===== config.mk =====
export PLATFORM = sky130hd
export DESIGN_NAME = esd_step
export DESIGN_NICKNAME = d
export VERILOG_FILES = /design/src/design/esd_pkg.sv /design/src/design/esd_step.sv
export SDC_FILE = /design/constraint.sdc
export NUM_CORES = 1
export LEC_CHECK = 0
export ABC_AREA = 1
export BUFFER_PORTS_ARGS = -buffer_cell sky130_fd_sc_hd__buf_2
export CAP_MARGIN = 15
export CORE_ASPECT_RATIO = 0.8
export CORE_MARGIN = 2
export CORE_UTILIZATION = 45
export DETAILED_ROUTE_END_ITERATION = 10
export PLACE_DENSITY = 0.82
export SYNTH_ARGS = -nofsm -noshare
export SYNTH_HDL_FRONTEND = slang
export SYNTH_SLANG_ARGS = --single-unit

===== constraint.sdc =====
create_clock -name clk -period 0.8 [get_ports clk]
set_clock_uncertainty 0.2 [all_clocks]
set_input_delay 0.16 -clock clk [delete_from_list [all_inputs] [get_ports clk]]
set_output_delay 0.16 -clock clk [all_outputs]
set_load 0.005 [all_outputs]

===== src/design/esd_pkg.sv =====
// ----------------------------------------------------------------------------
// esd_pkg
// Status codes and the control bundle that rides along the divider pipeline.
// ----------------------------------------------------------------------------
package esd_pkg;

	typedef logic [1:0] status_t;

	localparam status_t ST_OK       = 2'd0;
	localparam status_t ST_DIV_ZERO = 2'd1;
	localparam status_t ST_OVERFLOW = 2'd2;

	// Operand flags captured at entry and carried to the correction stage
	typedef struct packed {
		logic zero;   // divisor is zero
		logic ovf;    // most negative dividend over minus one
		logic an;     // dividend negative
		logic bn;     // divisor negative
	} ctl_t;

endpackage


===== src/design/esd_step.sv =====
// ----------------------------------------------------------------------------
// esd_step
// One restoring division step: one quotient bit per stage, registered.
// ----------------------------------------------------------------------------
module esd_step #(
	parameter int DATA_WIDTH = 32
) (
	input  logic                  clk,
	input  logic                  arst_n,
	input  logic                  valid_i,
	input  logic [DATA_WIDTH-1:0] rem_i,
	input  logic [DATA_WIDTH-1:0] aq_i,
	input  logic [DATA_WIDTH-1:0] bm_i,
	input  esd_pkg::ctl_t         ctl_i,
	output logic                  valid_sn,
	output logic [DATA_WIDTH-1:0] rem_sn,
	output logic [DATA_WIDTH-1:0] aq_sn,
	output logic [DATA_WIDTH-1:0] bm_sn,
	output esd_pkg::ctl_t         ctl_sn
);

	// Partial remainder stays below the divisor magnitude, so the shift fits
	logic [DATA_WIDTH-1:0] shifted;
	logic [DATA_WIDTH:0]   diff;
	logic                  ge;

	always_comb begin
		shifted = {rem_i[DATA_WIDTH-2:0], aq_i[DATA_WIDTH-1]};
		diff    = {1'b0, shifted} - {1'b0, bm_i};
		ge      = !diff[DATA_WIDTH];
	end

	always_ff @(posedge clk or negedge arst_n) begin
		if (!arst_n) begin
			valid_sn <= 1'b0;
		end else begin
			valid_sn <= valid_i;
		end
	end

	// Shift the quotient bit into the low end as the dividend bits leave the top
	always_ff @(posedge clk) begin
		rem_sn <= ge ? diff[DATA_WIDTH-1:0] : shifted;
		aq_sn  <= {aq_i[DATA_WIDTH-2:0], ge};
		bm_sn  <= bm_i;
		ctl_sn <= ctl_i;
	end

endmodule


==> impl_metrics.csv <==
group,metric,value,unit
outcome,status,"finished, violations left",
outcome,failed_checks,"hold timing, setup timing",
logic_synthesis,average_size_of_a_mapped_cell,7.04,um^2
route,wire_per_inst,14.3,um
logic_synthesis,synth.cell_area,5240,um^2
critical_path,path_delay_family,"simple AND/OR/NAND/NOR gates",
critical_path,cp_data_arrival_time,1.90,ns
floorplan,count_of_standard_cell_rows,35,
route,drc,0,
sta,endpoints_failing_setup,137,
place,place_congestion,0.932,
critical_path,crit_path_start,"rem_i[6]",
critical_path,endpoint_kind,"flip-flop",
worst_hold_path,hold_path_depth,1,
critical_path,worstPathRequired,0.89,ns
place,numPlacedInstances,1195,
place,io_buffers,202,
logic_synthesis,synth_fp_nets,880,
logic_synthesis,yosysWarnings,0,
route,routed_wirelength,18.6,mm
critical_path,crit_path_frequent_cell,"nand2_1",
floorplan,floorplan.initialDensity,45.9,%
floorplan,die_area,12500,um^2
global_routing,global_route.usage.total,26.6,%
clock_network,number_of_cts_inserted_buffers,9,
cells_and_area,filler_cell_count,718,
sta,tightest_slew,0.353,ns
critical_path,timing.critical_path.slowest_cell_delay,0.38,ns
critical_path,timing.critical_path.buf_inv,1,
cells_and_area,proportion_of_layout_cells_with_a_drive_suffix_above_1,44.0,%
sta,setup_tns,-64.03,ns
place,place_ws,-1.38,ns
sta,post_route_minimum_period,1.81,ns
logic_synthesis,seq_area_frac_synth,38.7,%
floorplan,floorplan.die.width,125,um
critical_path,setup.worst_path.start_class,"input port",
power,power_density,1760,nW/um^2
logic_synthesis,post_synth_top_area_cell,"dfxtp_1",
clock_network,clockRootBuffer,"clkbuf_16",
global_routing,grt_max_degree,18,
cells_and_area,post-route-util,78.9,%
run,max_cap_viol,0,
floorplan,floorplan.die.height,101,um
global_routing,antenna_violations_before_repair,1,
clock_network,number_of_clock_sinks,101,
clock_network,clock_tree_from_tritoncts,"yes",
worst_hold_path,timing.hold.worst.class,"in -> reg",
route,routed-via-count,6139,
global_routing,grt_pass1_wl,26.8,mm
worst_hold_path,hold_path.startpoint,"bm_i[0]",
critical_path,cp_cell_sequence,"buf_2, ha_1, nand2_1, nor2_1, and2_1, nand2_1, nand2_1, xor2_1, nand2_4, nand2_2",
clock_network,clk_pin_slew_worst_paths,0.07,ns
sta,max_freq,553,MHz
logic_synthesis,ys_ff_latch,101,
critical_path,worstSetupPathType,"in -> reg",
sta,finalHoldViolations,38,
logic_synthesis,yosys-top-cells-area,"dfxtp_1 (38%), nand2_1 (19%), inv_1 (11%)",
route,route.antenna.remaining_nets,0,
power,max-vdd-ir-drop,1.27,mV
cells_and_area,flow.area_growth_from_synthesis,72.1,%
clock_network,max-clock-path-buffers,2,
route,drt_iter0_drc,548,
critical_path,worst-path-max-fanout,4,
logic_synthesis,cells_after_synthesis,744,
floorplan,coreArea,11400,um^2
place,dp.final_hpwl,11.2,mm
logic_synthesis,yosys.area.top_type_share,38.2,%
sta,report.final.slew_viol_count,0,
sta,relSlewSlack,76.4,%
power,power_leakage,0.00513,uW
logic_synthesis,ys_types,32,
sta,finalHoldWorstSlack,-0.280,ns
global_routing,first_global_vias,5697,
route,initial_drt_pass_iterations,5,
sta,worst_slack,-1.01,ns
sta,final.period_utilization,226,%
floorplan,io_pins,204,
clock_network,cts-hold-fix-buffers,67,
cells_and_area,design.final.nets,1281,
critical_path,cpMaxStageDelayCell,"ha_1",
global_routing,grt_overflow_total,0,
cells_and_area,final_cells,1299,
route,via_per_inst,4.73,
sta,rsz0062_at_grt,"yes",
worst_hold_path,worstHoldEndpoint,"bm_sn[0]$_DFF_P_",
clock_network,number_of_h_tree_levels,3,
==> cells in the final DEF (no fill, tap or decap), types with 3 or more instances in the layout <==
cell type / netlist / layout
buf_6: 4 / 22
nand2_4: 13 / 18
buf_4: 0 / 117
inv_2: 9 / 11
inv_1: 147 / 144
xor2_1: 13 / 13
a21oi_1: 15 / 11
nand3b_1: 4 / 4
buf_16: 0 / 3
nor2_1: 37 / 29
nand3_2: 1 / 13
dlygate4sd3_1: 0 / 64
clkbuf_16: 0 / 11
nand3_1: 38 / 26
nor2_2: 6 / 14
buf_2: 0 / 180
nand4_1: 4 / 4
nand2_1: 266 / 241
ha_4: 0 / 12
o21bai_1: 5 / 5
dlymetal6s4s_1: 0 / 3
ha_1: 32 / 18
nand2_2: 28 / 48
a21oi_2: 2 / 5
dfxtp_2: 0 / 26
nor3_1: 4 / 3
dfxtp_1: 100 / 74
==> state kept, by name (all words and copies together), names as in the netlist <==
name and count:
aq_sn 32, ctl_sn 4, valid_sn 1, bm_sn 32, rem_sn 32
==> power breakdown <==
| part | total, uW | switching (uW) | internal (uW) |
|---|---|---|---|
| clock | 4850 | 1990 | 2860 |
| combinational | 5310 | 2700 | 2610 |
| sequential | 5690 | 144 | 5540 |
| total | 15800 | 4840 | 11000 |
==> repair_timing <==
item | CTS | global route
setup endpoints to repair | 134 | 137
endpoints found under the hold margin | 101 | 38
pin swaps | 6 | 26
resized for setup | 38 | 101
cloned | 5 | 2
buffers inserted | 12 | 2
==> area by class of cell <==
| class | instances | area (um^2) | share of cell area, % |
|---|---|---|---|
| antenna | 1 | 2.50 | 0.0277 |
| clock buffer | 10 | 239 | 2.65 |
| clock inverter | 6 | 92.6 | 1.03 |
| inverter | 157 | 618 | 6.85 |
| multi-input combinational | 480 | 2900 | 32.1 |
| sequential | 101 | 2060 | 22.8 |
| tap | 148 | 185 | 2.05 |
| timing repair buffer | 394 | 2890 | 32.1 |
| timing repair inverter | 2 | 31.3 | 0.347 |
==> per-layer routing <==
metal	vias to the layer above	track usage [%]	share of wire, %
met2	308	44.8	49
met1	2765	33.7	40
met3	49	6.32	8.2
met4	0	9.51	3.2
met5	-	0	0
li1	3017	-	-
==> worst max-delay path by stage <==
| stage | slack, ns | depth (start not counted) | to |
|---|---|---|---|
| final | -1.01 | 10 | rem_sn[15]$_DFF_P_ |
| after global routing | -1.09 | 15 | rem_sn[27]$_DFF_P_ |
| after floorplan | -1.12 | 16 | rem_sn[11]$_DFF_P_ |
| after global placement | -1.30 | 16 | rem_sn[11]$_DFF_P_ |
| after CTS | -0.90 | 17 | rem_sn[28]$_DFF_P_ |
| after detailed placement | -1.38 | 15 | rem_sn[1]$_DFF_P_ |
==> stage by stage <==
stage	cell area, um^2	power (uW)
floorplan	5280	7880
global placement	7210	9610
detailed placement	7210	9690
CTS	8620	15300
global route	9020	16500
finish	9020	15800
==> synthesized netlist by cell type <==
master    instances
nand2_8           1
nor2_2            6
dfxtp_1         100
nor2_4            2
buf_8             1
ha_1             32
o21bai_1          5
a21oi_4           1
nand2_4          13
nand4_1           4
fa_1              1
o21ai_1           1
dfrtp_1           1
a21oi_1          15
or2_2             1
inv_2             9
nand3_1          38
a21oi_2           2
buf_12            1
nor2_1           37
o21ai_0           2
xnor2_1           2
inv_6             1
xor2_1           13
nand3_2           1
nand2_2          28
nand2_1         266
nand3b_1          4
nor3_1            4
buf_6             4
and2_1            1
inv_1           147
==> cells by family (layout without fill, tap and decap cells) <==
family          count (synthesis)  count (layout)  synth area share [%]
simple gates                  406             406                  34.9
xor+xnor                       15              15                  2.51
other cells                     0               1                     0
flops                         101             101                  38.7
compound gates                 26              26                  3.08
buf+inv                       163             569                  12.9
fa+ha+maj                      33              33                  8.02
No activity file was read; power rests on OpenSTA's default activity.
