## src/design/esd_pkg.sv

```systemverilog
// ----------------------------------------------------------------------------
// esd_pkg
// Status codes and the control bundle that rides along the divider pipeline.
// ----------------------------------------------------------------------------
package esd_pkg;

	typedef logic [1:0] status_t;

	localparam status_t ST_OK       = 2'd0;
	localparam status_t ST_DIV_ZERO = 2'd1;
	localparam status_t ST_OVERFLOW = 2'd2;

	// Operand flags captured at entry and carried to the correction stage
	typedef struct packed {
		logic zero;   // divisor is zero
		logic ovf;    // most negative dividend over minus one
		logic an;     // dividend negative
		logic bn;     // divisor negative
	} ctl_t;

endpackage

```

## src/design/esd_prep.sv

```systemverilog
// ----------------------------------------------------------------------------
// esd_prep
// Entry stage: takes operand magnitudes and flags the special cases.
// ----------------------------------------------------------------------------
module esd_prep #(
	parameter int DATA_WIDTH = 32
) (
	input  logic                  clk,
	input  logic                  arst_n,
	input  logic                  in_valid,
	input  logic [DATA_WIDTH-1:0] a,
	input  logic [DATA_WIDTH-1:0] b,
	output logic                  valid_s1,
	output logic [DATA_WIDTH-1:0] am_s1,
	output logic [DATA_WIDTH-1:0] bm_s1,
	output esd_pkg::ctl_t         ctl_s1
);

	localparam logic [DATA_WIDTH-1:0] SIGN_VAL = {1'b1, {(DATA_WIDTH-1){1'b0}}};
	localparam logic [DATA_WIDTH-1:0] ONES_VAL = {DATA_WIDTH{1'b1}};

	esd_pkg::ctl_t ctl_d;

	always_comb begin
		ctl_d.an   = a[DATA_WIDTH-1];
		ctl_d.bn   = b[DATA_WIDTH-1];
		ctl_d.zero = (b == '0);
		ctl_d.ovf  = (a == SIGN_VAL) && (b == ONES_VAL);
	end

	always_ff @(posedge clk or negedge arst_n) begin
		if (!arst_n) begin
			valid_s1 <= 1'b0;
		end else begin
			valid_s1 <= in_valid;
		end
	end

	always_ff @(posedge clk) begin
		am_s1  <= ctl_d.an ? (~a + 1'b1) : a;
		bm_s1  <= ctl_d.bn ? (~b + 1'b1) : b;
		ctl_s1 <= ctl_d;
	end

endmodule

```

## config.mk

```make
export PLATFORM = sky130hd
export DESIGN_NAME = esd_prep
export DESIGN_NICKNAME = d
export VERILOG_FILES = /design/src/design/esd_pkg.sv /design/src/design/esd_prep.sv
export SDC_FILE = /design/constraint.sdc
export NUM_CORES = 1
export LEC_CHECK = 0
export BUFFER_PORTS_ARGS = -buffer_cell sky130_fd_sc_hd__buf_2
export CAP_MARGIN = 0
export CORE_UTILIZATION = 52
export CTS_BUF_LIST = sky130_fd_sc_hd__clkbuf_4 sky130_fd_sc_hd__clkbuf_8
export CTS_CLUSTER_DIAMETER = 30
export DETAILED_ROUTE_END_ITERATION = 16
export PLACE_DENSITY = 0.88
export SKIP_CTS_REPAIR_TIMING = 1
export SLEW_MARGIN = 20
export SYNTH_ARGS = -nofsm -noshare
export SYNTH_HDL_FRONTEND = slang
export SYNTH_SLANG_ARGS = --single-unit
```

## constraint.sdc

```tcl
create_clock -name clk -period 0.8 [get_ports clk]
set_input_delay 0.12 -clock clk [delete_from_list [all_inputs] [get_ports clk]]
set_output_delay 0.12 -clock clk [all_outputs]
set_load 0.02 [all_outputs]
```

==> impl_results.md, run 1 <==
- Status: did not finish
- Last stage: global routing
- Tool error: [ERROR DPL-0038] Utilization greater than 100%, impossible to legalize
- Seq/Total Area, Yosys: 0.474
- Synth Area in XOR/XNOR: 0.174
- Die width: 77.0 um
- Worst EP Category: register input
- Synth Flop Type: dfxtp_1
- Starting Density: 0.555
- Critical endpoint after global-route timing repair: ctl_s1[2]$_DFF_P_/D
- Post-Syn Nets: 361
- Number of synthesized register bits: 69
- Dpl cell area: 0.00477 mm2
- Mux share of post-synthesis cell area: 0
- Num CTS Buffers: 9
- Post-synth cell types: 32
- H-tree depth: 3
- Gpl congestion: 0.866
- Gate count of the mapped netlist: 289
- Row count: 26
- Post-synth EDFFs: 0
- Synth async-reset ratio: 0.0145
- Root Driver: clkbuf_8
- DP HPWL: 8300 um
- # port buffers: 135
- Area of the mapped netlist: 0.00292 mm2
- Sink Count: 69
- Post-Synth Simple-Gate Area: 0.187
- Adder-Cell Fraction of Synth Area: 0.0214
- Largest net degree at the start of global routing: 21
- Top Ports: 136
- Largest family of logic cells by synthesized area: simple AND/OR/NAND/NOR gates
- DIE HEIGHT: 77.0 um
- Syn Area/Cell: 10.1 um2
- Max Root-Sink Buffers: 2
- Yosys warns: 0
- Compound-gate portion of the synthesized area: 0.128
Yosys cell counts, types with 2 or more instances:
cell	number	area, um2
nand4_1	13	81.3
nor3_1	9	45.0
ha_1	5	62.6
o41ai_2	2	32.5
nor4_1	7	43.8
o31ai_1	16	120
dfxtp_1	68	1360
o21ai_0	18	90.1
nand2_1	23	86.3
o41ai_1	14	123
clkbuf_1	7	26.3
nand2b_1	6	37.5
nor2_1	8	30.0
nor3b_1	2	15.0
or3_1	5	31.3
xnor2_1	57	499
nand4b_1	2	17.5
nor4_2	3	37.5
inv_1	5	18.8
nand3_1	5	25.0
nand3b_1	3	22.5
stage by stage:
stage | utilization | setup slack [ns] | TNS, ns | std cells
after floorplan | - | -0.938 | -20.16 | 289
after global placement | 0.905 | -1.09 | -34.14 | 593
after detailed placement | 0.905 | -1.14 | -37.23 | 593
after CTS | 0.934 | -0.810 | -29.47 | 607
kinds of logic after synthesis:
| logic type | after synthesis |
|---|---|
| xor gates and xnor gates | 58 |
| AOI/OAI and AO/OA | 51 |
| buffers and inverters | 12 |
| adders and majority gates | 5 |
| and+or+nand+nor | 94 |
| DFF | 69 |
==> run 2: changes to the inputs <==
--- a/config.mk
+++ b/config.mk
@@ -7,11 +7,9 @@
 export LEC_CHECK = 0
 export BUFFER_PORTS_ARGS = -buffer_cell sky130_fd_sc_hd__buf_2
 export CAP_MARGIN = 0
-export CORE_UTILIZATION = 52
-export CTS_BUF_LIST = sky130_fd_sc_hd__clkbuf_4 sky130_fd_sc_hd__clkbuf_8
-export CTS_CLUSTER_DIAMETER = 30
+export CORE_UTILIZATION = 40
 export DETAILED_ROUTE_END_ITERATION = 16
-export PLACE_DENSITY = 0.88
+export PLACE_DENSITY_LB_ADDON = 0.15
 export SKIP_CTS_REPAIR_TIMING = 1
 export SLEW_MARGIN = 20
 export SYNTH_ARGS = -nofsm -noshare
==> run 2 against run 1 <==
Compared with the run above: the flow now finishes, with violations (negative setup slack); synthesized cell count stayed put; area after synthesis is the same.
==> impl_results.md, run 2 <==
- Status: complete, but fails checks
- Failing checks: negative setup slack
- Final Setup Violations: 122
- Sink Count: 69 (unchanged)
- Most numerous cell in the Yosys netlist: dfxtp_1
- Critical path launch point type: input pin
- Critical path depth in cells: 5
- Post-Syn Nets: 361 (unchanged)
- Hold WS: 0.0217 ns
- Synth async-reset ratio: 0.0145 (unchanged)
- Vias in the first global route: 3061
- Row count: 30 (+15%)
- Critical Path Slowest Stage Cell: or4_4
- Leading area contributor after synthesis: dfxtp_1
- Yosys top cell area share: 0.466 (unchanged)
- Worst Path Buf+Inv: 1
- Area of the mapped netlist: 0.00292 mm2 (unchanged)
- Crit-path cells: buf_6, or4_4, or3_4, or4b_4, nor4_2
- Yosys warns: 0 (unchanged)
- ANT nets after route: 0
- Power share of the clock group: 0.304
- Total number of vias: 3636
- Fin. max-slew vios: 0
- Core Util, Final: 0.931
- CP max stage delay: 0.53 ns
- Sw frac: 0.301
- Critical path destination: ctl_s1[2]$_DFF_P_
- Crit path max-delay family: simple AND/OR/NAND/NOR gates
- Tot GR Track Use: 0.231
- Most frequent cells in the layout: buf_6 (99), buf_4 (95), dfxtp_2 (67)
- Initial drt markers: 152
- Period utilisation layout: 2.11
- CTS clock-pin slew for the worst setup and hold paths: 0.08 ns
- Crit path time final: 1.68 ns
- Met1 Track Usage GR: 0.253
- NetSw: 3.05 mW
- GRT met3 Usage: 0.0607
- Final hold vios: 0
- Place WS: -1.09 ns (+0.0509 ns)
- Dpl cells: 616 (+3.9%)
- Core ar.: 0.00694 mm2
- Max Root-Sink Buffers: 2 (unchanged)
- Num CTS Buffers: 9 (unchanged)
- Die width: 87.5 um (+14%)
- Syn Area/Cell: 10.1 um2 (unchanged)
- Most Crowded Layer GR: met2
- Area of the multi-input gates: 0.00228 mm2
- WL final: 14100 um
- HP Class: input pin to register
- Slew Limit Headroom: 0.650
- First-pass GRT wire length: 13600 um
- Starting Density: 0.421 (-0.134)
- P_int: 7.09 mW
- Drt pass-1 iters: 4
- Seq/Total Area, Yosys: 0.474 (unchanged)
- WS Path Type: input pin to register
- Post-synth cell types: 32 (unchanged)
- Post-synth EDFFs: 0 (unchanged)
- GRT met2 Usage: 0.427
- Worst setup EP type: register
- Ratio of cells with drive above 1 in the final layout: 0.771
- Dpl cell area: 0.00479 mm2 (+0.47%)
- Antenna violations before repair: 0
- Final std cells w/o fill: 654
- # port buffers: 135 (unchanged)
- Most frequent cells after synthesis: dfxtp_1 (68), xnor2_1 (57), nand2_1 (23), o21ai_0 (18), o31ai_1 (16)
- Register Area: 0.00147 mm2
- DIE HEIGHT: 87.5 um (+14%)
- N_diodes: 0
- Commonest non-fill, non-tap cell in the layout: buf_6
- Setup TNS: -23.47 ns
- Synth-to-Final Area Change: 121%
- Die ar.: 0.00765 mm2
- Synth Flop Type: dfxtp_1
- Critical Path Start: a[27]
- Largest cells by area after synthesis: dfxtp_1 (47%), xnor2_1 (17%), o41ai_1 (4.2%)
- Cell area after layout: 0.00647 mm2
- Required time of the critical path: 1.05 ns
- Power Density: 1570 mW/mm2
- Gpl congestion: 0.820 (-5.3%)
- Number of synthesized register bits: 69 (unchanged)
- Crit path arrival time: 1.93 ns
- Total gr overflow: 0
- Root Driver: clkbuf_8
- Worst slew pin tran: 0.525 ns
- Drt via density: 5.56
- Power share of the combinational group: 0.298
- Top Ports: 136 (unchanged)
- DP HPWL: 6690 um (-19%)
- Max Cap Viol: 0
- Fmax: 594 MHz
- Layout net count: 625
- Largest net degree at the start of global routing: 24
- Gate count of the mapped netlist: 289 (unchanged)
- Worst ir drop on vdd: 1.22 mV
- RSZ-0062 raised after global routing: true
- Filler cell count: 212
- DR WL/cell: 21.5 um
- CTS tree: built
- Tot Pwr: 10.1 mW
- Leakage power: 2.70 nW
- Largest regs: am_s1 x32, bm_s1 x32, ctl_s1 x4
- Final worst setup slack: -0.884 ns
- Residual DRC: 0
- H-tree depth: 3 (unchanged)
- Maximum net fanout on the critical path: 2
- Flop pwr share: 0.398
[run 2: worst min path at each step]
| stage | start | to | depth (start not counted) |
|---|---|---|---|
| floorplan | arst_n | valid_s1$_DFF_PN0_ | 0 |
| global placement | arst_n | valid_s1$_DFF_PN0_ | 1 |
| detailed placement | arst_n | valid_s1$_DFF_PN0_ | 1 |
| CTS | arst_n | valid_s1$_DFF_PN0_ | 1 |
| global route | a[21] | am_s1[21]$_DFF_P_ | 2 |
| finish | a[21] | am_s1[21]$_DFF_P_ | 2 |
[run 2: cells by family (layout without fill, tap and decap cells)]
kind of cell             after synthesis  count (layout)  share of synthesized area
AO/OA/AOI/OAI                         51              51                      0.128
XOR/XNOR                              58              58                      0.174
adder cells (fa/ha/maj)                5               5                     0.0214
buffers and inverters                 12             281                     0.0154
flip-flops                            69              69                      0.474
AND/OR/NAND/NOR                       94              94                      0.187
[run 2: layout make-up]
class / instances / area share
inverter: 5 / 0.00755
sequential: 69 / 0.227
tap: 96 / 0.0186
multi-input combinational: 208 / 0.353
clock buffer: 13 / 0.0261
clock inverter: 3 / 0.00658
timing repair buffer: 260 / 0.360
[run 2: per-layer routing]
metal / vias up / wire length [um]
met5: - / 0
met4: 0 / 692
met3: 64 / 849
met2: 221 / 7630
met1: 1766 / 4900
li1: 1585 / -
[run 2: power groups by stage]
stage	combinational (mW)	clock [mW]	sequential [mW]
2_1_floorplan	0.573	0	4.38
4_1_cts	2.14	3.07	3.85
3_3_place_gp	2.10	0	3.92
3_5_place_dp	2.13	0	3.92
5_1_grt	3.13	3.24	4.05
6_report	3.02	3.08	4.03
(Power assumes the default switching activity.)
