$ cat src/design/esd_pkg.sv
// ----------------------------------------------------------------------------
// esd_pkg
// Status codes and the control bundle that rides along the divider pipeline.
// ----------------------------------------------------------------------------
package esd_pkg;

	typedef logic [1:0] status_t;

	localparam status_t ST_OK       = 2'd0;
	localparam status_t ST_DIV_ZERO = 2'd1;
	localparam status_t ST_OVERFLOW = 2'd2;

	// Operand flags captured at entry and carried to the correction stage
	typedef struct packed {
		logic zero;   // divisor is zero
		logic ovf;    // most negative dividend over minus one
		logic an;     // dividend negative
		logic bn;     // divisor negative
	} ctl_t;

endpackage

$ cat src/design/esd_fix.sv
// ----------------------------------------------------------------------------
// esd_fix
// Output stage: applies signs, Euclidean correction and the special cases.
// ----------------------------------------------------------------------------
module esd_fix #(
	parameter int DATA_WIDTH = 32
) (
	input  logic                  clk,
	input  logic                  arst_n,
	input  logic                  valid_i,
	input  logic [DATA_WIDTH-1:0] q0_i,
	input  logic [DATA_WIDTH-1:0] r0_i,
	input  logic [DATA_WIDTH-1:0] bm_i,
	input  esd_pkg::ctl_t         ctl_i,
	output logic                  done,
	output logic [DATA_WIDTH-1:0] quotient,
	output logic [DATA_WIDTH-2:0] remainder,
	output esd_pkg::status_t      status
);

	localparam logic [DATA_WIDTH-1:0] MAX_POS = {1'b0, {(DATA_WIDTH-1){1'b1}}};

	logic [DATA_WIDTH-1:0] q_d;
	logic [DATA_WIDTH-1:0] r_d;
	esd_pkg::status_t      st_d;
	logic                  adjust;

	always_comb begin
		adjust = ctl_i.an && (r0_i != '0);
		priority if (ctl_i.zero) begin
			q_d  = '0;
			r_d  = '0;
			st_d = esd_pkg::ST_DIV_ZERO;
		end else if (ctl_i.ovf) begin
			q_d  = MAX_POS;
			r_d  = '0;
			st_d = esd_pkg::ST_OVERFLOW;
		end else if (adjust) begin
			// Negative remainder: step the quotient away from zero by the divisor sign
			q_d  = ctl_i.bn ? (q0_i + 1'b1) : ~q0_i;
			r_d  = bm_i - r0_i;
			st_d = esd_pkg::ST_OK;
		end else begin
			q_d  = (ctl_i.an ^ ctl_i.bn) ? (~q0_i + 1'b1) : q0_i;
			r_d  = r0_i;
			st_d = esd_pkg::ST_OK;
		end
	end

	always_ff @(posedge clk or negedge arst_n) begin
		if (!arst_n) begin
			done <= 1'b0;
		end else begin
			done <= valid_i;
		end
	end

	always_ff @(posedge clk) begin
		quotient  <= q_d;
		remainder <= r_d[DATA_WIDTH-2:0];
		status    <= st_d;
	end

endmodule

$ cat config.mk
export PLATFORM = sky130hd
export DESIGN_NAME = esd_fix
export DESIGN_NICKNAME = d
export VERILOG_FILES = /design/src/design/esd_pkg.sv /design/src/design/esd_fix.sv
export SDC_FILE = /design/constraint.sdc
export NUM_CORES = 1
export LEC_CHECK = 0
export ABC_AREA = 1
export BUFFER_PORTS_ARGS = -buffer_cell sky130_fd_sc_hd__buf_2
export CAP_MARGIN = 40
export CELL_PAD_IN_SITES_DETAIL_PLACEMENT = 1
export CELL_PAD_IN_SITES_GLOBAL_PLACEMENT = 2
export CORE_ASPECT_RATIO = 0.9
export CORE_MARGIN = 2
export CORE_UTILIZATION = 29
export CTS_BUF_LIST = sky130_fd_sc_hd__clkbuf_16
export CTS_CLUSTER_DIAMETER = 50
export CTS_CLUSTER_SIZE = 16
export DETAILED_ROUTE_END_ITERATION = 16
export PLACE_DENSITY_LB_ADDON = 0.25
export SLEW_MARGIN = 20
export SYNTH_ARGS = -nofsm -noshare
export SYNTH_HDL_FRONTEND = slang
export SYNTH_SLANG_ARGS = --single-unit
$ cat constraint.sdc
create_clock -name clk -period 0.8 [get_ports clk]
set_input_delay 0.12 -clock clk [delete_from_list [all_inputs] [get_ports clk]]
set_output_delay 0.12 -clock clk [all_outputs]
set_load 0.01 [all_outputs]
==> results of run 1 <==
repair_timing:
item                                   in CTS  in global routing
cloned                                      6                  0
hold buffers                                3                  0
endpoints found under the hold margin       3                  0
setup endpoints to repair                 129                129
gates resized for setup                   394                298
setup buffers                              36                 22
pin swaps                                 118                112
cell type report:
| class | count | share of cell area [%] |
|---|---|---|
| antenna | 1 | 0.01786 |
| timing repair buffer | 433 | 27.49 |
| sequential | 66 | 9.834 |
| multi-input combinational | 1003 | 52.73 |
| tap | 308 | 2.751 |
| clock buffer | 9 | 1.608 |
| inverter | 178 | 5.127 |
| clock inverter | 7 | 0.4377 |
synth_stat cells (2+ instances only):
library cell and count:
buf_2 22, nor2_2 17, dfxtp_1 65, a21oi_1 71, xnor2_1 10, inv_1 174, nor2_1 165, xor2_1 27
o21bai_1 2, nand4_1 14, o21ai_0 81, buf_1 2, buf_6 6, nor2_4 5, nand2_2 5, clkbuf_2 2
o21ai_1 7, clkbuf_1 7, clkinv_1 2, ha_1 32, buf_4 10, nor3_1 2, nand3_1 97, inv_2 2
nand2_1 457
routing by layer:
metal / vias up / global-route usage, % / wire (um)
met3: 71 / 5.105 / 1860
met1: 5031 / 39.09 / 18770
li1: 4830 / - / -
met2: 278 / 45.76 / 19840
met5: - / 0 / 0
met4: 0 / 8.908 / 1179
metrics by stage:
stage | instance area, um2 | std cells | setup WS (ns) | hold slack (ns)
2_1_floorplan | 8150 | 1297 | -0.7206 | -0.1756
3_3_place_gp | 10620 | 1935 | -1.064 | -0.1053
3_5_place_dp | 10620 | 1935 | -1.104 | -0.1033
4_1_cts | 12870 | 1993 | -0.6044 | 0.03312
5_1_grt | 14010 | 2005 | -0.8451 | 0.06919
6_report | 14010 | 2005 | -0.7851 | 0.04803
flip-flops by register name, indices dropped and copies added (netlist names):
register	count
quotient	32
remainder	31
done	1
status	2
critical path, stage by stage:
cell	delay (ns)
buf_4	0.12
inv_1	0.08
ha_4	0.32
nand2_2	0.14
o21ai_2	0.23
buf_4	0.15
a21o_1	0.12
nand2_1	0.10
nand4_1	0.14
nand3_2	0.15
nand2_2	0.09
inv_1	0.04
cells by family after synthesis:
family | count (synthesis)
xor gates and xnor gates | 37
DFF | 66
AOI/OAI and AO/OA | 167
adders and majority gates | 33
buffers and inverters | 228
and+or+nand+nor | 766
worst max path at each step:
| stage | start | to | slack [ns] | cells after the start |
|---|---|---|---|---|
| after floorplan | bm_i[0] | remainder[18] | -0.72 | 16 |
| after global placement | r0_i[17] | remainder[24] | -1.06 | 12 |
| after detailed placement | r0_i[17] | remainder[24] | -1.10 | 12 |
| after CTS | bm_i[0] | remainder[18] | -0.60 | 17 |
| after global routing | r0_i[11] | remainder[24] | -0.85 | 12 |
| final | r0_i[11] | remainder[24] | -0.79 | 12 |
power breakdown:
group / switching [mW] / internal, mW
combinational: 4.48 / 3.68
sequential: 0.116 / 3.55
clock: 1.72 / 2.38
total: 6.31 / 9.62
==> run_results.csv, run 1 <==
group,metric,value,unit
status,status,"finished with violations",
status,violations,"negative setup slack",
cells_and_area,final_common_cell,"nand2_1",
sta,fin_ws,-0.7851,ns
global_routing,grt_first_pass_wirelength,57590,um
floorplanning,ios,169,
sta,tns,-38.06,ns
synth,yosysSeqAreaShare,18.79,%
critical_path,worst-path-max-fanout,4,
floorplanning,die_y,152.0,um
global_routing,track_usage,28.60,%
drt,first_pass_iters,5,
synth,synth_mux_area_share,0,%
power,total_power,15.94,mW
cells_and_area,final_nets,1827,
synth,synth_top_area_share,24.31,%
drt,ant_nets,0,
clocking,clockBufferDepth,2,
sta,rsz0062_at_grt,"yes",
floorplanning,initial_core_util,29.34,%
cells_and_area,fin_util,58.24,%
floorplanning,placementRows,54,
synth,yosys.area.top_type,"nand2_1",
min_path,hold_depth,3,
synth,synthSimpleGateAreaFrac,44.47,%
critical_path,cp.required,1.04,ns
sta,slew_violations,0,
global_routing,grt_pass1_vias,10530,
synth,synth_top_family_by_area,"simple AND/OR/NAND/NOR gates",
sta,post-route-min-period,1.585,ns
critical_path,crit_path_end_kind,"flip-flop",
placement,hpwl,26760,um
clocking,clock-sinks,66,
sta,worstMarginPinSlew,0.3596,ns
cells_and_area,area_delta_synth_final,98.51,%
synth,synth_warnings,0,
critical_path,cp.arrival,1.82,ns
drt,dr_total_vias,10210,
global_routing,grt_remaining_overflow,0,
min_path,hp-class,"primary input to flip-flop",
synth,ys_top_cells_by_area,"nand2_1, dfxtp_1, inv_1",
synth,synth_edf_count,0,
synth,syn_avg_cell_area,5.441,um2
critical_path,crit_type,"primary input to flip-flop",
floorplanning,die_w,168.4,um
global_routing,antenna_found_initial,1,
clocking,cts_tree,"built",
sta,setup_viol,129,
synth,synthAdderAreaFrac,5.957,%
power,power_density,1138,nW/um2
synth,syn_nets,1433,
drt,vias_per_cell,5.092,
floorplanning,dieArea,25600,um2
synth,synthXorXnorAreaFrac,4.592,%
min_path,holdPathEnd,"remainder[5]",
drt,wl,41650,um
drt,drcViolationCount,0,
drt,drt_iter0_markers,425,
power,ir_drop,957.4,uV
power,total_leakage_power,6.805,nW
cells_and_area,multi_input_area,7387,um2
placement,io_buffers,167,
global_routing,grt_max_degree,23,
synth,synth-compound-area-share,12.32,%
synth,synth_area,7057,um2
floorplanning,core,24050,um2
synth,synth_cells,1297,
sta,hold_viol_final,0,
critical_path,start_kind,"primary input",
clocking,root_buffer,"clkbuf_16",
cells_and_area,fillers,3029,
synth,synth_async_sr_flop_share,1.515,%
synth,ys_ff_latch,66,
min_path,hp-start,"r0_i[5]",
clocking,htree_levels,3,
synth,ys.flop_type,"dfxtp_1",
sta,finalCritPeriodShare,198.1,%
clocking,clkTransAtPathRegs,0.07,ns
synth,synth_cell_types,38,
sta,relSlewSlack,75.77,%
placement,gp_congestion,0.9090,
clocking,numCtsBuffers,9,
drt,wire_per_inst,20.77,um
cells_and_area,drive_gt1_share,58.14,%
run,cap_violations,0,
cells_and_area,seqCellArea,1378,um2
cells_and_area,final_cell_mix,"nand2_1, buf_4, inv_1",
sta,fmax,0.6309,GHz
Note: power is estimated with default switching activity, not from simulation.
==> run 2: changes to the inputs <==
Settings changed: CTS_BUF_LIST sky130_fd_sc_hd__clkbuf_16 to unset.
==> run_results.csv, run 2 (synthesis gave the netlist of run 1 again) <==
group,metric,value,unit
cells_and_area,max_flop_register,"quotient",
clocking,cts_tree,"built",
power,total_leakage_power,6.961,nW
status,status,"finished with violations",
sta,finalCritPeriodShare,203.7,%
critical_path,cp.required,1.05,ns
clocking,numCtsBuffers,9,
drt,drcViolationCount,0,
placement,gp_congestion,0.9090,
placement,io_buffers,167,
cells_and_area,area_delta_synth_final,102.9,%
clocking,root_buffer,"clkbuf_16",
floorplanning,initial_core_util,29.34,%
floorplanning,ios,169,
floorplanning,core,24050,um2
cells_and_area,final_common_cell,"nand2_1",
global_routing,grt_first_pass_wirelength,59330,um
clocking,clkTransAtPathRegs,0.06,ns
drt,ant_nets,0,
cells_and_area,final_cell_mix,"nand2_1, buf_4, inv_1",
power,power_density,1139,nW/um2
cells_and_area,largestRegisters,"quotient x32, remainder x31, status x2",
cells_and_area,largest_reg_flops,32,
power,ir_drop,937.8,uV
floorplanning,placementRows,54,
drt,drt_iter0_markers,442,
status,violations,"negative setup slack",
global_routing,grt_pass1_vias,10671,
critical_path,worst-path-max-fanout,4,
placement,dp_slack,-1.104,ns
cells_and_area,multi_input_area,7614,um2
sta,fmax,0.6136,GHz
sta,worstMarginPinSlew,0.5701,ns
global_routing,grt_max_degree,23,
drt,dr_total_vias,10435,
sta,hold_viol_final,0,
cells_and_area,seqCellArea,1380,um2
sta,rsz0062_at_grt,"yes",
critical_path,crit_type,"primary input to flip-flop",
cells_and_area,final_nets,1836,
run,cap_violations,0,
global_routing,grt_remaining_overflow,0,
min_path,hp-class,"primary input to flip-flop",
cells_and_area,stdcell_count,2014,
drt,wire_per_inst,21.93,um
drt,first_pass_iters,5,
drt,vias_per_cell,5.181,
critical_path,cp.arrival,1.88,ns
sta,fin_ws,-0.8296,ns
cells_and_area,drive_gt1_share,60.65,%
placement,place_inst,1935,
clocking,clock-sinks,66,
cells_and_area,fillers,2972,
critical_path,crit_path_end_kind,"flip-flop",
clocking,htree_levels,3,
floorplanning,die_y,152.0,um
sta,slew_violations,0,
drt,wl,44160,um
global_routing,track_usage,29.67,%
sta,relSlewSlack,61.59,%
sta,setup_viol,129,
placement,hpwl,26760,um
clocking,clockBufferDepth,2,
global_routing,antenna_found_initial,1,
floorplanning,die_w,168.4,um
sta,post-route-min-period,1.630,ns
critical_path,start_kind,"primary input",
floorplanning,dieArea,25600,um2
## run 2: cell types whose count changed in the layout (fill, tap and decap cells not counted), moves of 5 or more
cell,before,now
nand3_1,40,33
o21ai_0,30,23
nor2_4,82,77
nand2_4,55,70
inv_2,30,35
nand2_1,310,278
a21oi_2,24,30
buf_6,90,101
nor2_1,56,63
nand2_2,93,109
## run 2: area by class of cell
cell class                      count  share of cell area (%)
Multi-Input combinational cell   1003                   53.17
Timing Repair Buffer              442                   27.50
Sequential cell                    66                   9.638
Inverter                          178                   4.981
Tap cell                          308                   2.691
Clock buffer                       10                   1.599
Clock inverter                      6                  0.4020
Antenna cell                        1                 0.01748
## run 2: critical path, stage by stage
cell     delay, ns
buf_2         0.12
inv_1         0.15
ha_4          0.25
nand2_1       0.18
nor2_2        0.07
buf_4         0.16
a21o_1        0.18
nand2_1       0.11
nand3_1       0.11
nand2_1       0.12
nand3_2       0.15
nand2_2       0.12
inv_2         0.03
## run 2: metrics by stage
step           hold WS [ns]  utilization, %  TNS, ns  total power, mW  cell area [um2]
2_1_floorplan       -0.1756               -   -27.34            6.866             8150
3_3_place_gp        -0.1053           44.14   -57.19            9.121            10620
3_5_place_dp        -0.1033           44.14   -59.23            9.245            10620
4_1_cts             0.03039           53.79   -36.36            14.91            12940
5_1_grt             0.04275           59.53   -43.71            16.98            14320
6_report            0.03365           59.53   -38.96            16.30            14320
## run 2: metal layers
| metal | wire [um] | track usage (%) |
|---|---|---|
| met5 | 0 | 0 |
| met4 | 1866 | 9.729 |
| met3 | 2472 | 5.158 |
| met2 | 21020 | 48.54 |
| met1 | 18800 | 39.57 |
## run 2: power by group
part           internal, mW  switching, mW  total [mW]
Sequential             3.55          0.110        3.66
Combinational          3.79           4.70        8.49
Clock                  2.40           1.76        4.16
## run 2: path summary, 6_finish.rpt
check	from	endpoint	depth (start not counted)
max	r0_i[13]	remainder[24]	13
min	ctl_i[3]	status[1]	3
max in group asynchronous	arst_n	done	2
min in group asynchronous	arst_n	done	2
## run 2: what timing repair did
item,CTS,global route
gates cloned,6,1
endpoints found under the setup margin,129,129
pin swaps,125,161
buffers inserted,38,27
endpoints found under the hold margin,3,0
gates resized for setup,404,370
hold buffers,3,0
==> run 3: changes to the inputs <==
Settings changed: ABC_AREA 1 to unset, CORE_UTILIZATION 29 to 30, CTS_BUF_LIST set to sky130_fd_sc_hd__clkbuf_16.
==> run_results.csv, run 3 <==
group,metric,value,unit
status,status,"finished with violations",
status,violations,"negative setup slack",
sta,fin_ws,-1.607,ns
clocking,cts_tree,"built",
power,total_leakage_power,4.529,nW
drt,vias_per_cell,5.387,
synth,ys_top_cells_by_area,"dfxtp_1, a21oi_1, ha_1",
synth,ys.flop_type,"dfxtp_1",
synth,synth.most_common_cell,"a21oi_1",
sta,setup_viol,129,
sta,relSlewSlack,59.19,%
cells_and_area,drive_gt1_share,58.86,%
clocking,clkTransAtPathRegs,0.06,ns
synth,ys_ff_latch,66,
critical_path,start_kind,"primary input",
critical_path,cp-startpoint,"bm_i[0]",
floorplanning,initial_core_util,30.39,%
global_routing,grt_max_degree,35,
floorplanning,die_w,141.2,um
sta,finalCritPeriodShare,300.8,%
synth,syn_nets,835,
critical_path,slowest_stage,"fa_2",
synth,synth_warnings,0,
cells_and_area,largest_reg_flops,32,
cells_and_area,fin_util,59.63,%
cells_and_area,area_delta_synth_final,96.18,%
synth,yosys.area.top_type,"dfxtp_1",
synth,synth_cell_types,63,
cells_and_area,final_nets,1215,
global_routing,grt_pass1_vias,7707,
drt,wl,28300,um
critical_path,cp.arrival,2.67,ns
synth,synth_area,5082,um2
floorplanning,ios,169,
critical_path,cp.required,1.06,ns
cells_and_area,final_common_cell,"buf_4",
drt,first_pass_iters,4,
sta,post-route-min-period,2.407,ns
floorplanning,die_y,127.5,um
sta,rsz0062_at_grt,"yes",
clocking,clockBufferDepth,2,
cells_and_area,n_antenna_cell,0,
global_routing,antenna_found_initial,0,
synth,synth_top_area_share,25.60,%
clocking,numCtsBuffers,9,
sta,worst_hold_slack,0.05744,ns
clocking,htree_levels,3,
critical_path,crit_top_cell,"a211oi_2",
critical_path,crit_end,"remainder[30]",
critical_path,worst-path-max-fanout,3,
cells_and_area,final_cell_mix,"buf_4, buf_2, buf_6",
sta,slew_violations,0,
global_routing,track_usage,30.06,%
cells_and_area,largestRegisters,"quotient x32, remainder x31, status x2",
floorplanning,core,16720,um2
sta,worstMarginPinSlew,0.6074,ns
floorplanning,dieArea,18000,um2
power,power_density,1409,nW/um2
clocking,root_buffer,"clkbuf_16",
drt,dr_total_vias,6976,
drt,ant_nets,0,
sta,tns,-80.65,ns
synth,yosysSeqAreaShare,26.10,%
cells_and_area,max_flop_register,"quotient",
critical_path,crit_type,"primary input to flip-flop",
global_routing,grt_remaining_overflow,0,
synth,synth_edf_count,0,
synth,syn_avg_cell_area,7.271,um2
global_routing,grt_first_pass_wirelength,41990,um
synth,synth_cells,699,
drt,wire_per_inst,21.85,um
run,cap_violations,0,
power,ir_drop,1030,uV
placement,gp_congestion,0.9011,
synth,synth_async_sr_flop_share,1.515,%
clocking,clock-sinks,66,
placement,io_buffers,167,
min_path,hp-class,"primary input to flip-flop",
critical_path,crit_chain,"buf_8 -> inv_12 -> ha_4 -> inv_2 -> fa_2 -> a211oi_2 -> nor2_1 -> o31ai_2 -> a211oi_2 -> o211a_1 -> o211ai_1 -> a21oi_2 -> o21a_1 -> nor3_2",
floorplanning,placementRows,45,
critical_path,critPathMaxStageDelay,0.37,ns
critical_path,crit_path_end_kind,"flip-flop",
synth,synthTopCellsByCount,"a21oi_1, nand2_1, dfxtp_1",
sta,hold_viol_final,0,
placement,hpwl,18650,um
drt,drt_iter0_markers,317,
sta,fmax,0.4155,GHz
drt,drcViolationCount,0,
==> run 3: cell types whose count changed in the layout (fill, tap and decap cells not counted), moves of 48 or more <==
cell     before  now
nor2_4       77    5
nand2_1     278   64
inv_1       130   37
nand2_4      70    8
nand2_2     109    7
nand3_2      50    2
==> run 3: stage by stage <==
stage	worst slack [ns]	instance area, um2	cells	power (mW)
after floorplan	-1.484	5555	699	5.910
after global placement	-1.791	7984	1247	7.899
after detailed placement	-1.897	7984	1247	8.053
after CTS	-1.558	9518	1289	13.61
after global routing	-1.691	9971	1295	14.65
final	-1.607	9971	1295	14.05
==> run 3: worst min-delay path by stage <==
stage | startpoint | to | slack [ns] | depth (start not counted)
after floorplan | arst_n | done | -0.18 | 0
after global placement | arst_n | done | -0.11 | 1
after detailed placement | arst_n | done | -0.10 | 1
after CTS | q0_i[31] | quotient[31] | 0.03 | 3
after global routing | r0_i[9] | remainder[9] | 0.07 | 3
final | r0_i[9] | remainder[9] | 0.06 | 3
==> run 3: power breakdown <==
group,switching (mW),total (mW),internal [mW]
logic,2.83,5.57,2.75
registers,0.105,3.67,3.56
clock network,1.76,4.81,3.05
==> run 3: cell families (layout without fill, tap and decap cells) <==
group | count (synthesis) | in the layout | share of synthesized area, %
AO/OA/AOI/OAI | 215 | 215 | 25.01
XOR/XNOR | 50 | 50 | 8.616
adder cells (fa/ha/maj) | 33 | 33 | 8.272
buffers and inverters | 76 | 461 | 5.982
flip-flops | 66 | 66 | 26.10
multiplexers | 2 | 2 | 0.3939
AND/OR/NAND/NOR | 257 | 257 | 25.63
==> run 3: per-layer routing <==
metal  vias to the layer above  global-route usage, %  routed length [um]
met5                         -                      0                   0
met4                         0                  10.24                 824
met3                        60                  5.735                1464
met2                       226                  54.97               14550
met1                      3447                  35.17               11450
li1                       3243                      -                   -
==> run 3: layout make-up <==
| cell class | instances | area [um2] |
|---|---|---|
| Inverter | 40 | 170.2 |
| Sequential cell | 66 | 1376 |
| Multi-Input combinational cell | 557 | 4529 |
| Timing Repair Buffer | 405 | 3287 |
| Tap cell | 211 | 264.0 |
| Clock buffer | 9 | 225.2 |
| Clock inverter | 7 | 118.9 |
| Fill cell | 1973 | 6751 |
==> run 3: repair_timing <==
item | CTS | global route
resized for setup | 214 | 80
pin swaps | 118 | 48
hold buffers | 2 | 0
gates cloned | 5 | 1
endpoints found under the setup margin | 129 | 129
hold endpoints to repair | 2 | 0
setup buffers | 24 | 7
==> run 3: worst max-delay path: cells and delay by family <==
family	cells	cell delay (ns)
compound gates	7	1.62
simple gates	2	0.25
fa+ha+maj	2	0.50
buf+inv	3	0.19
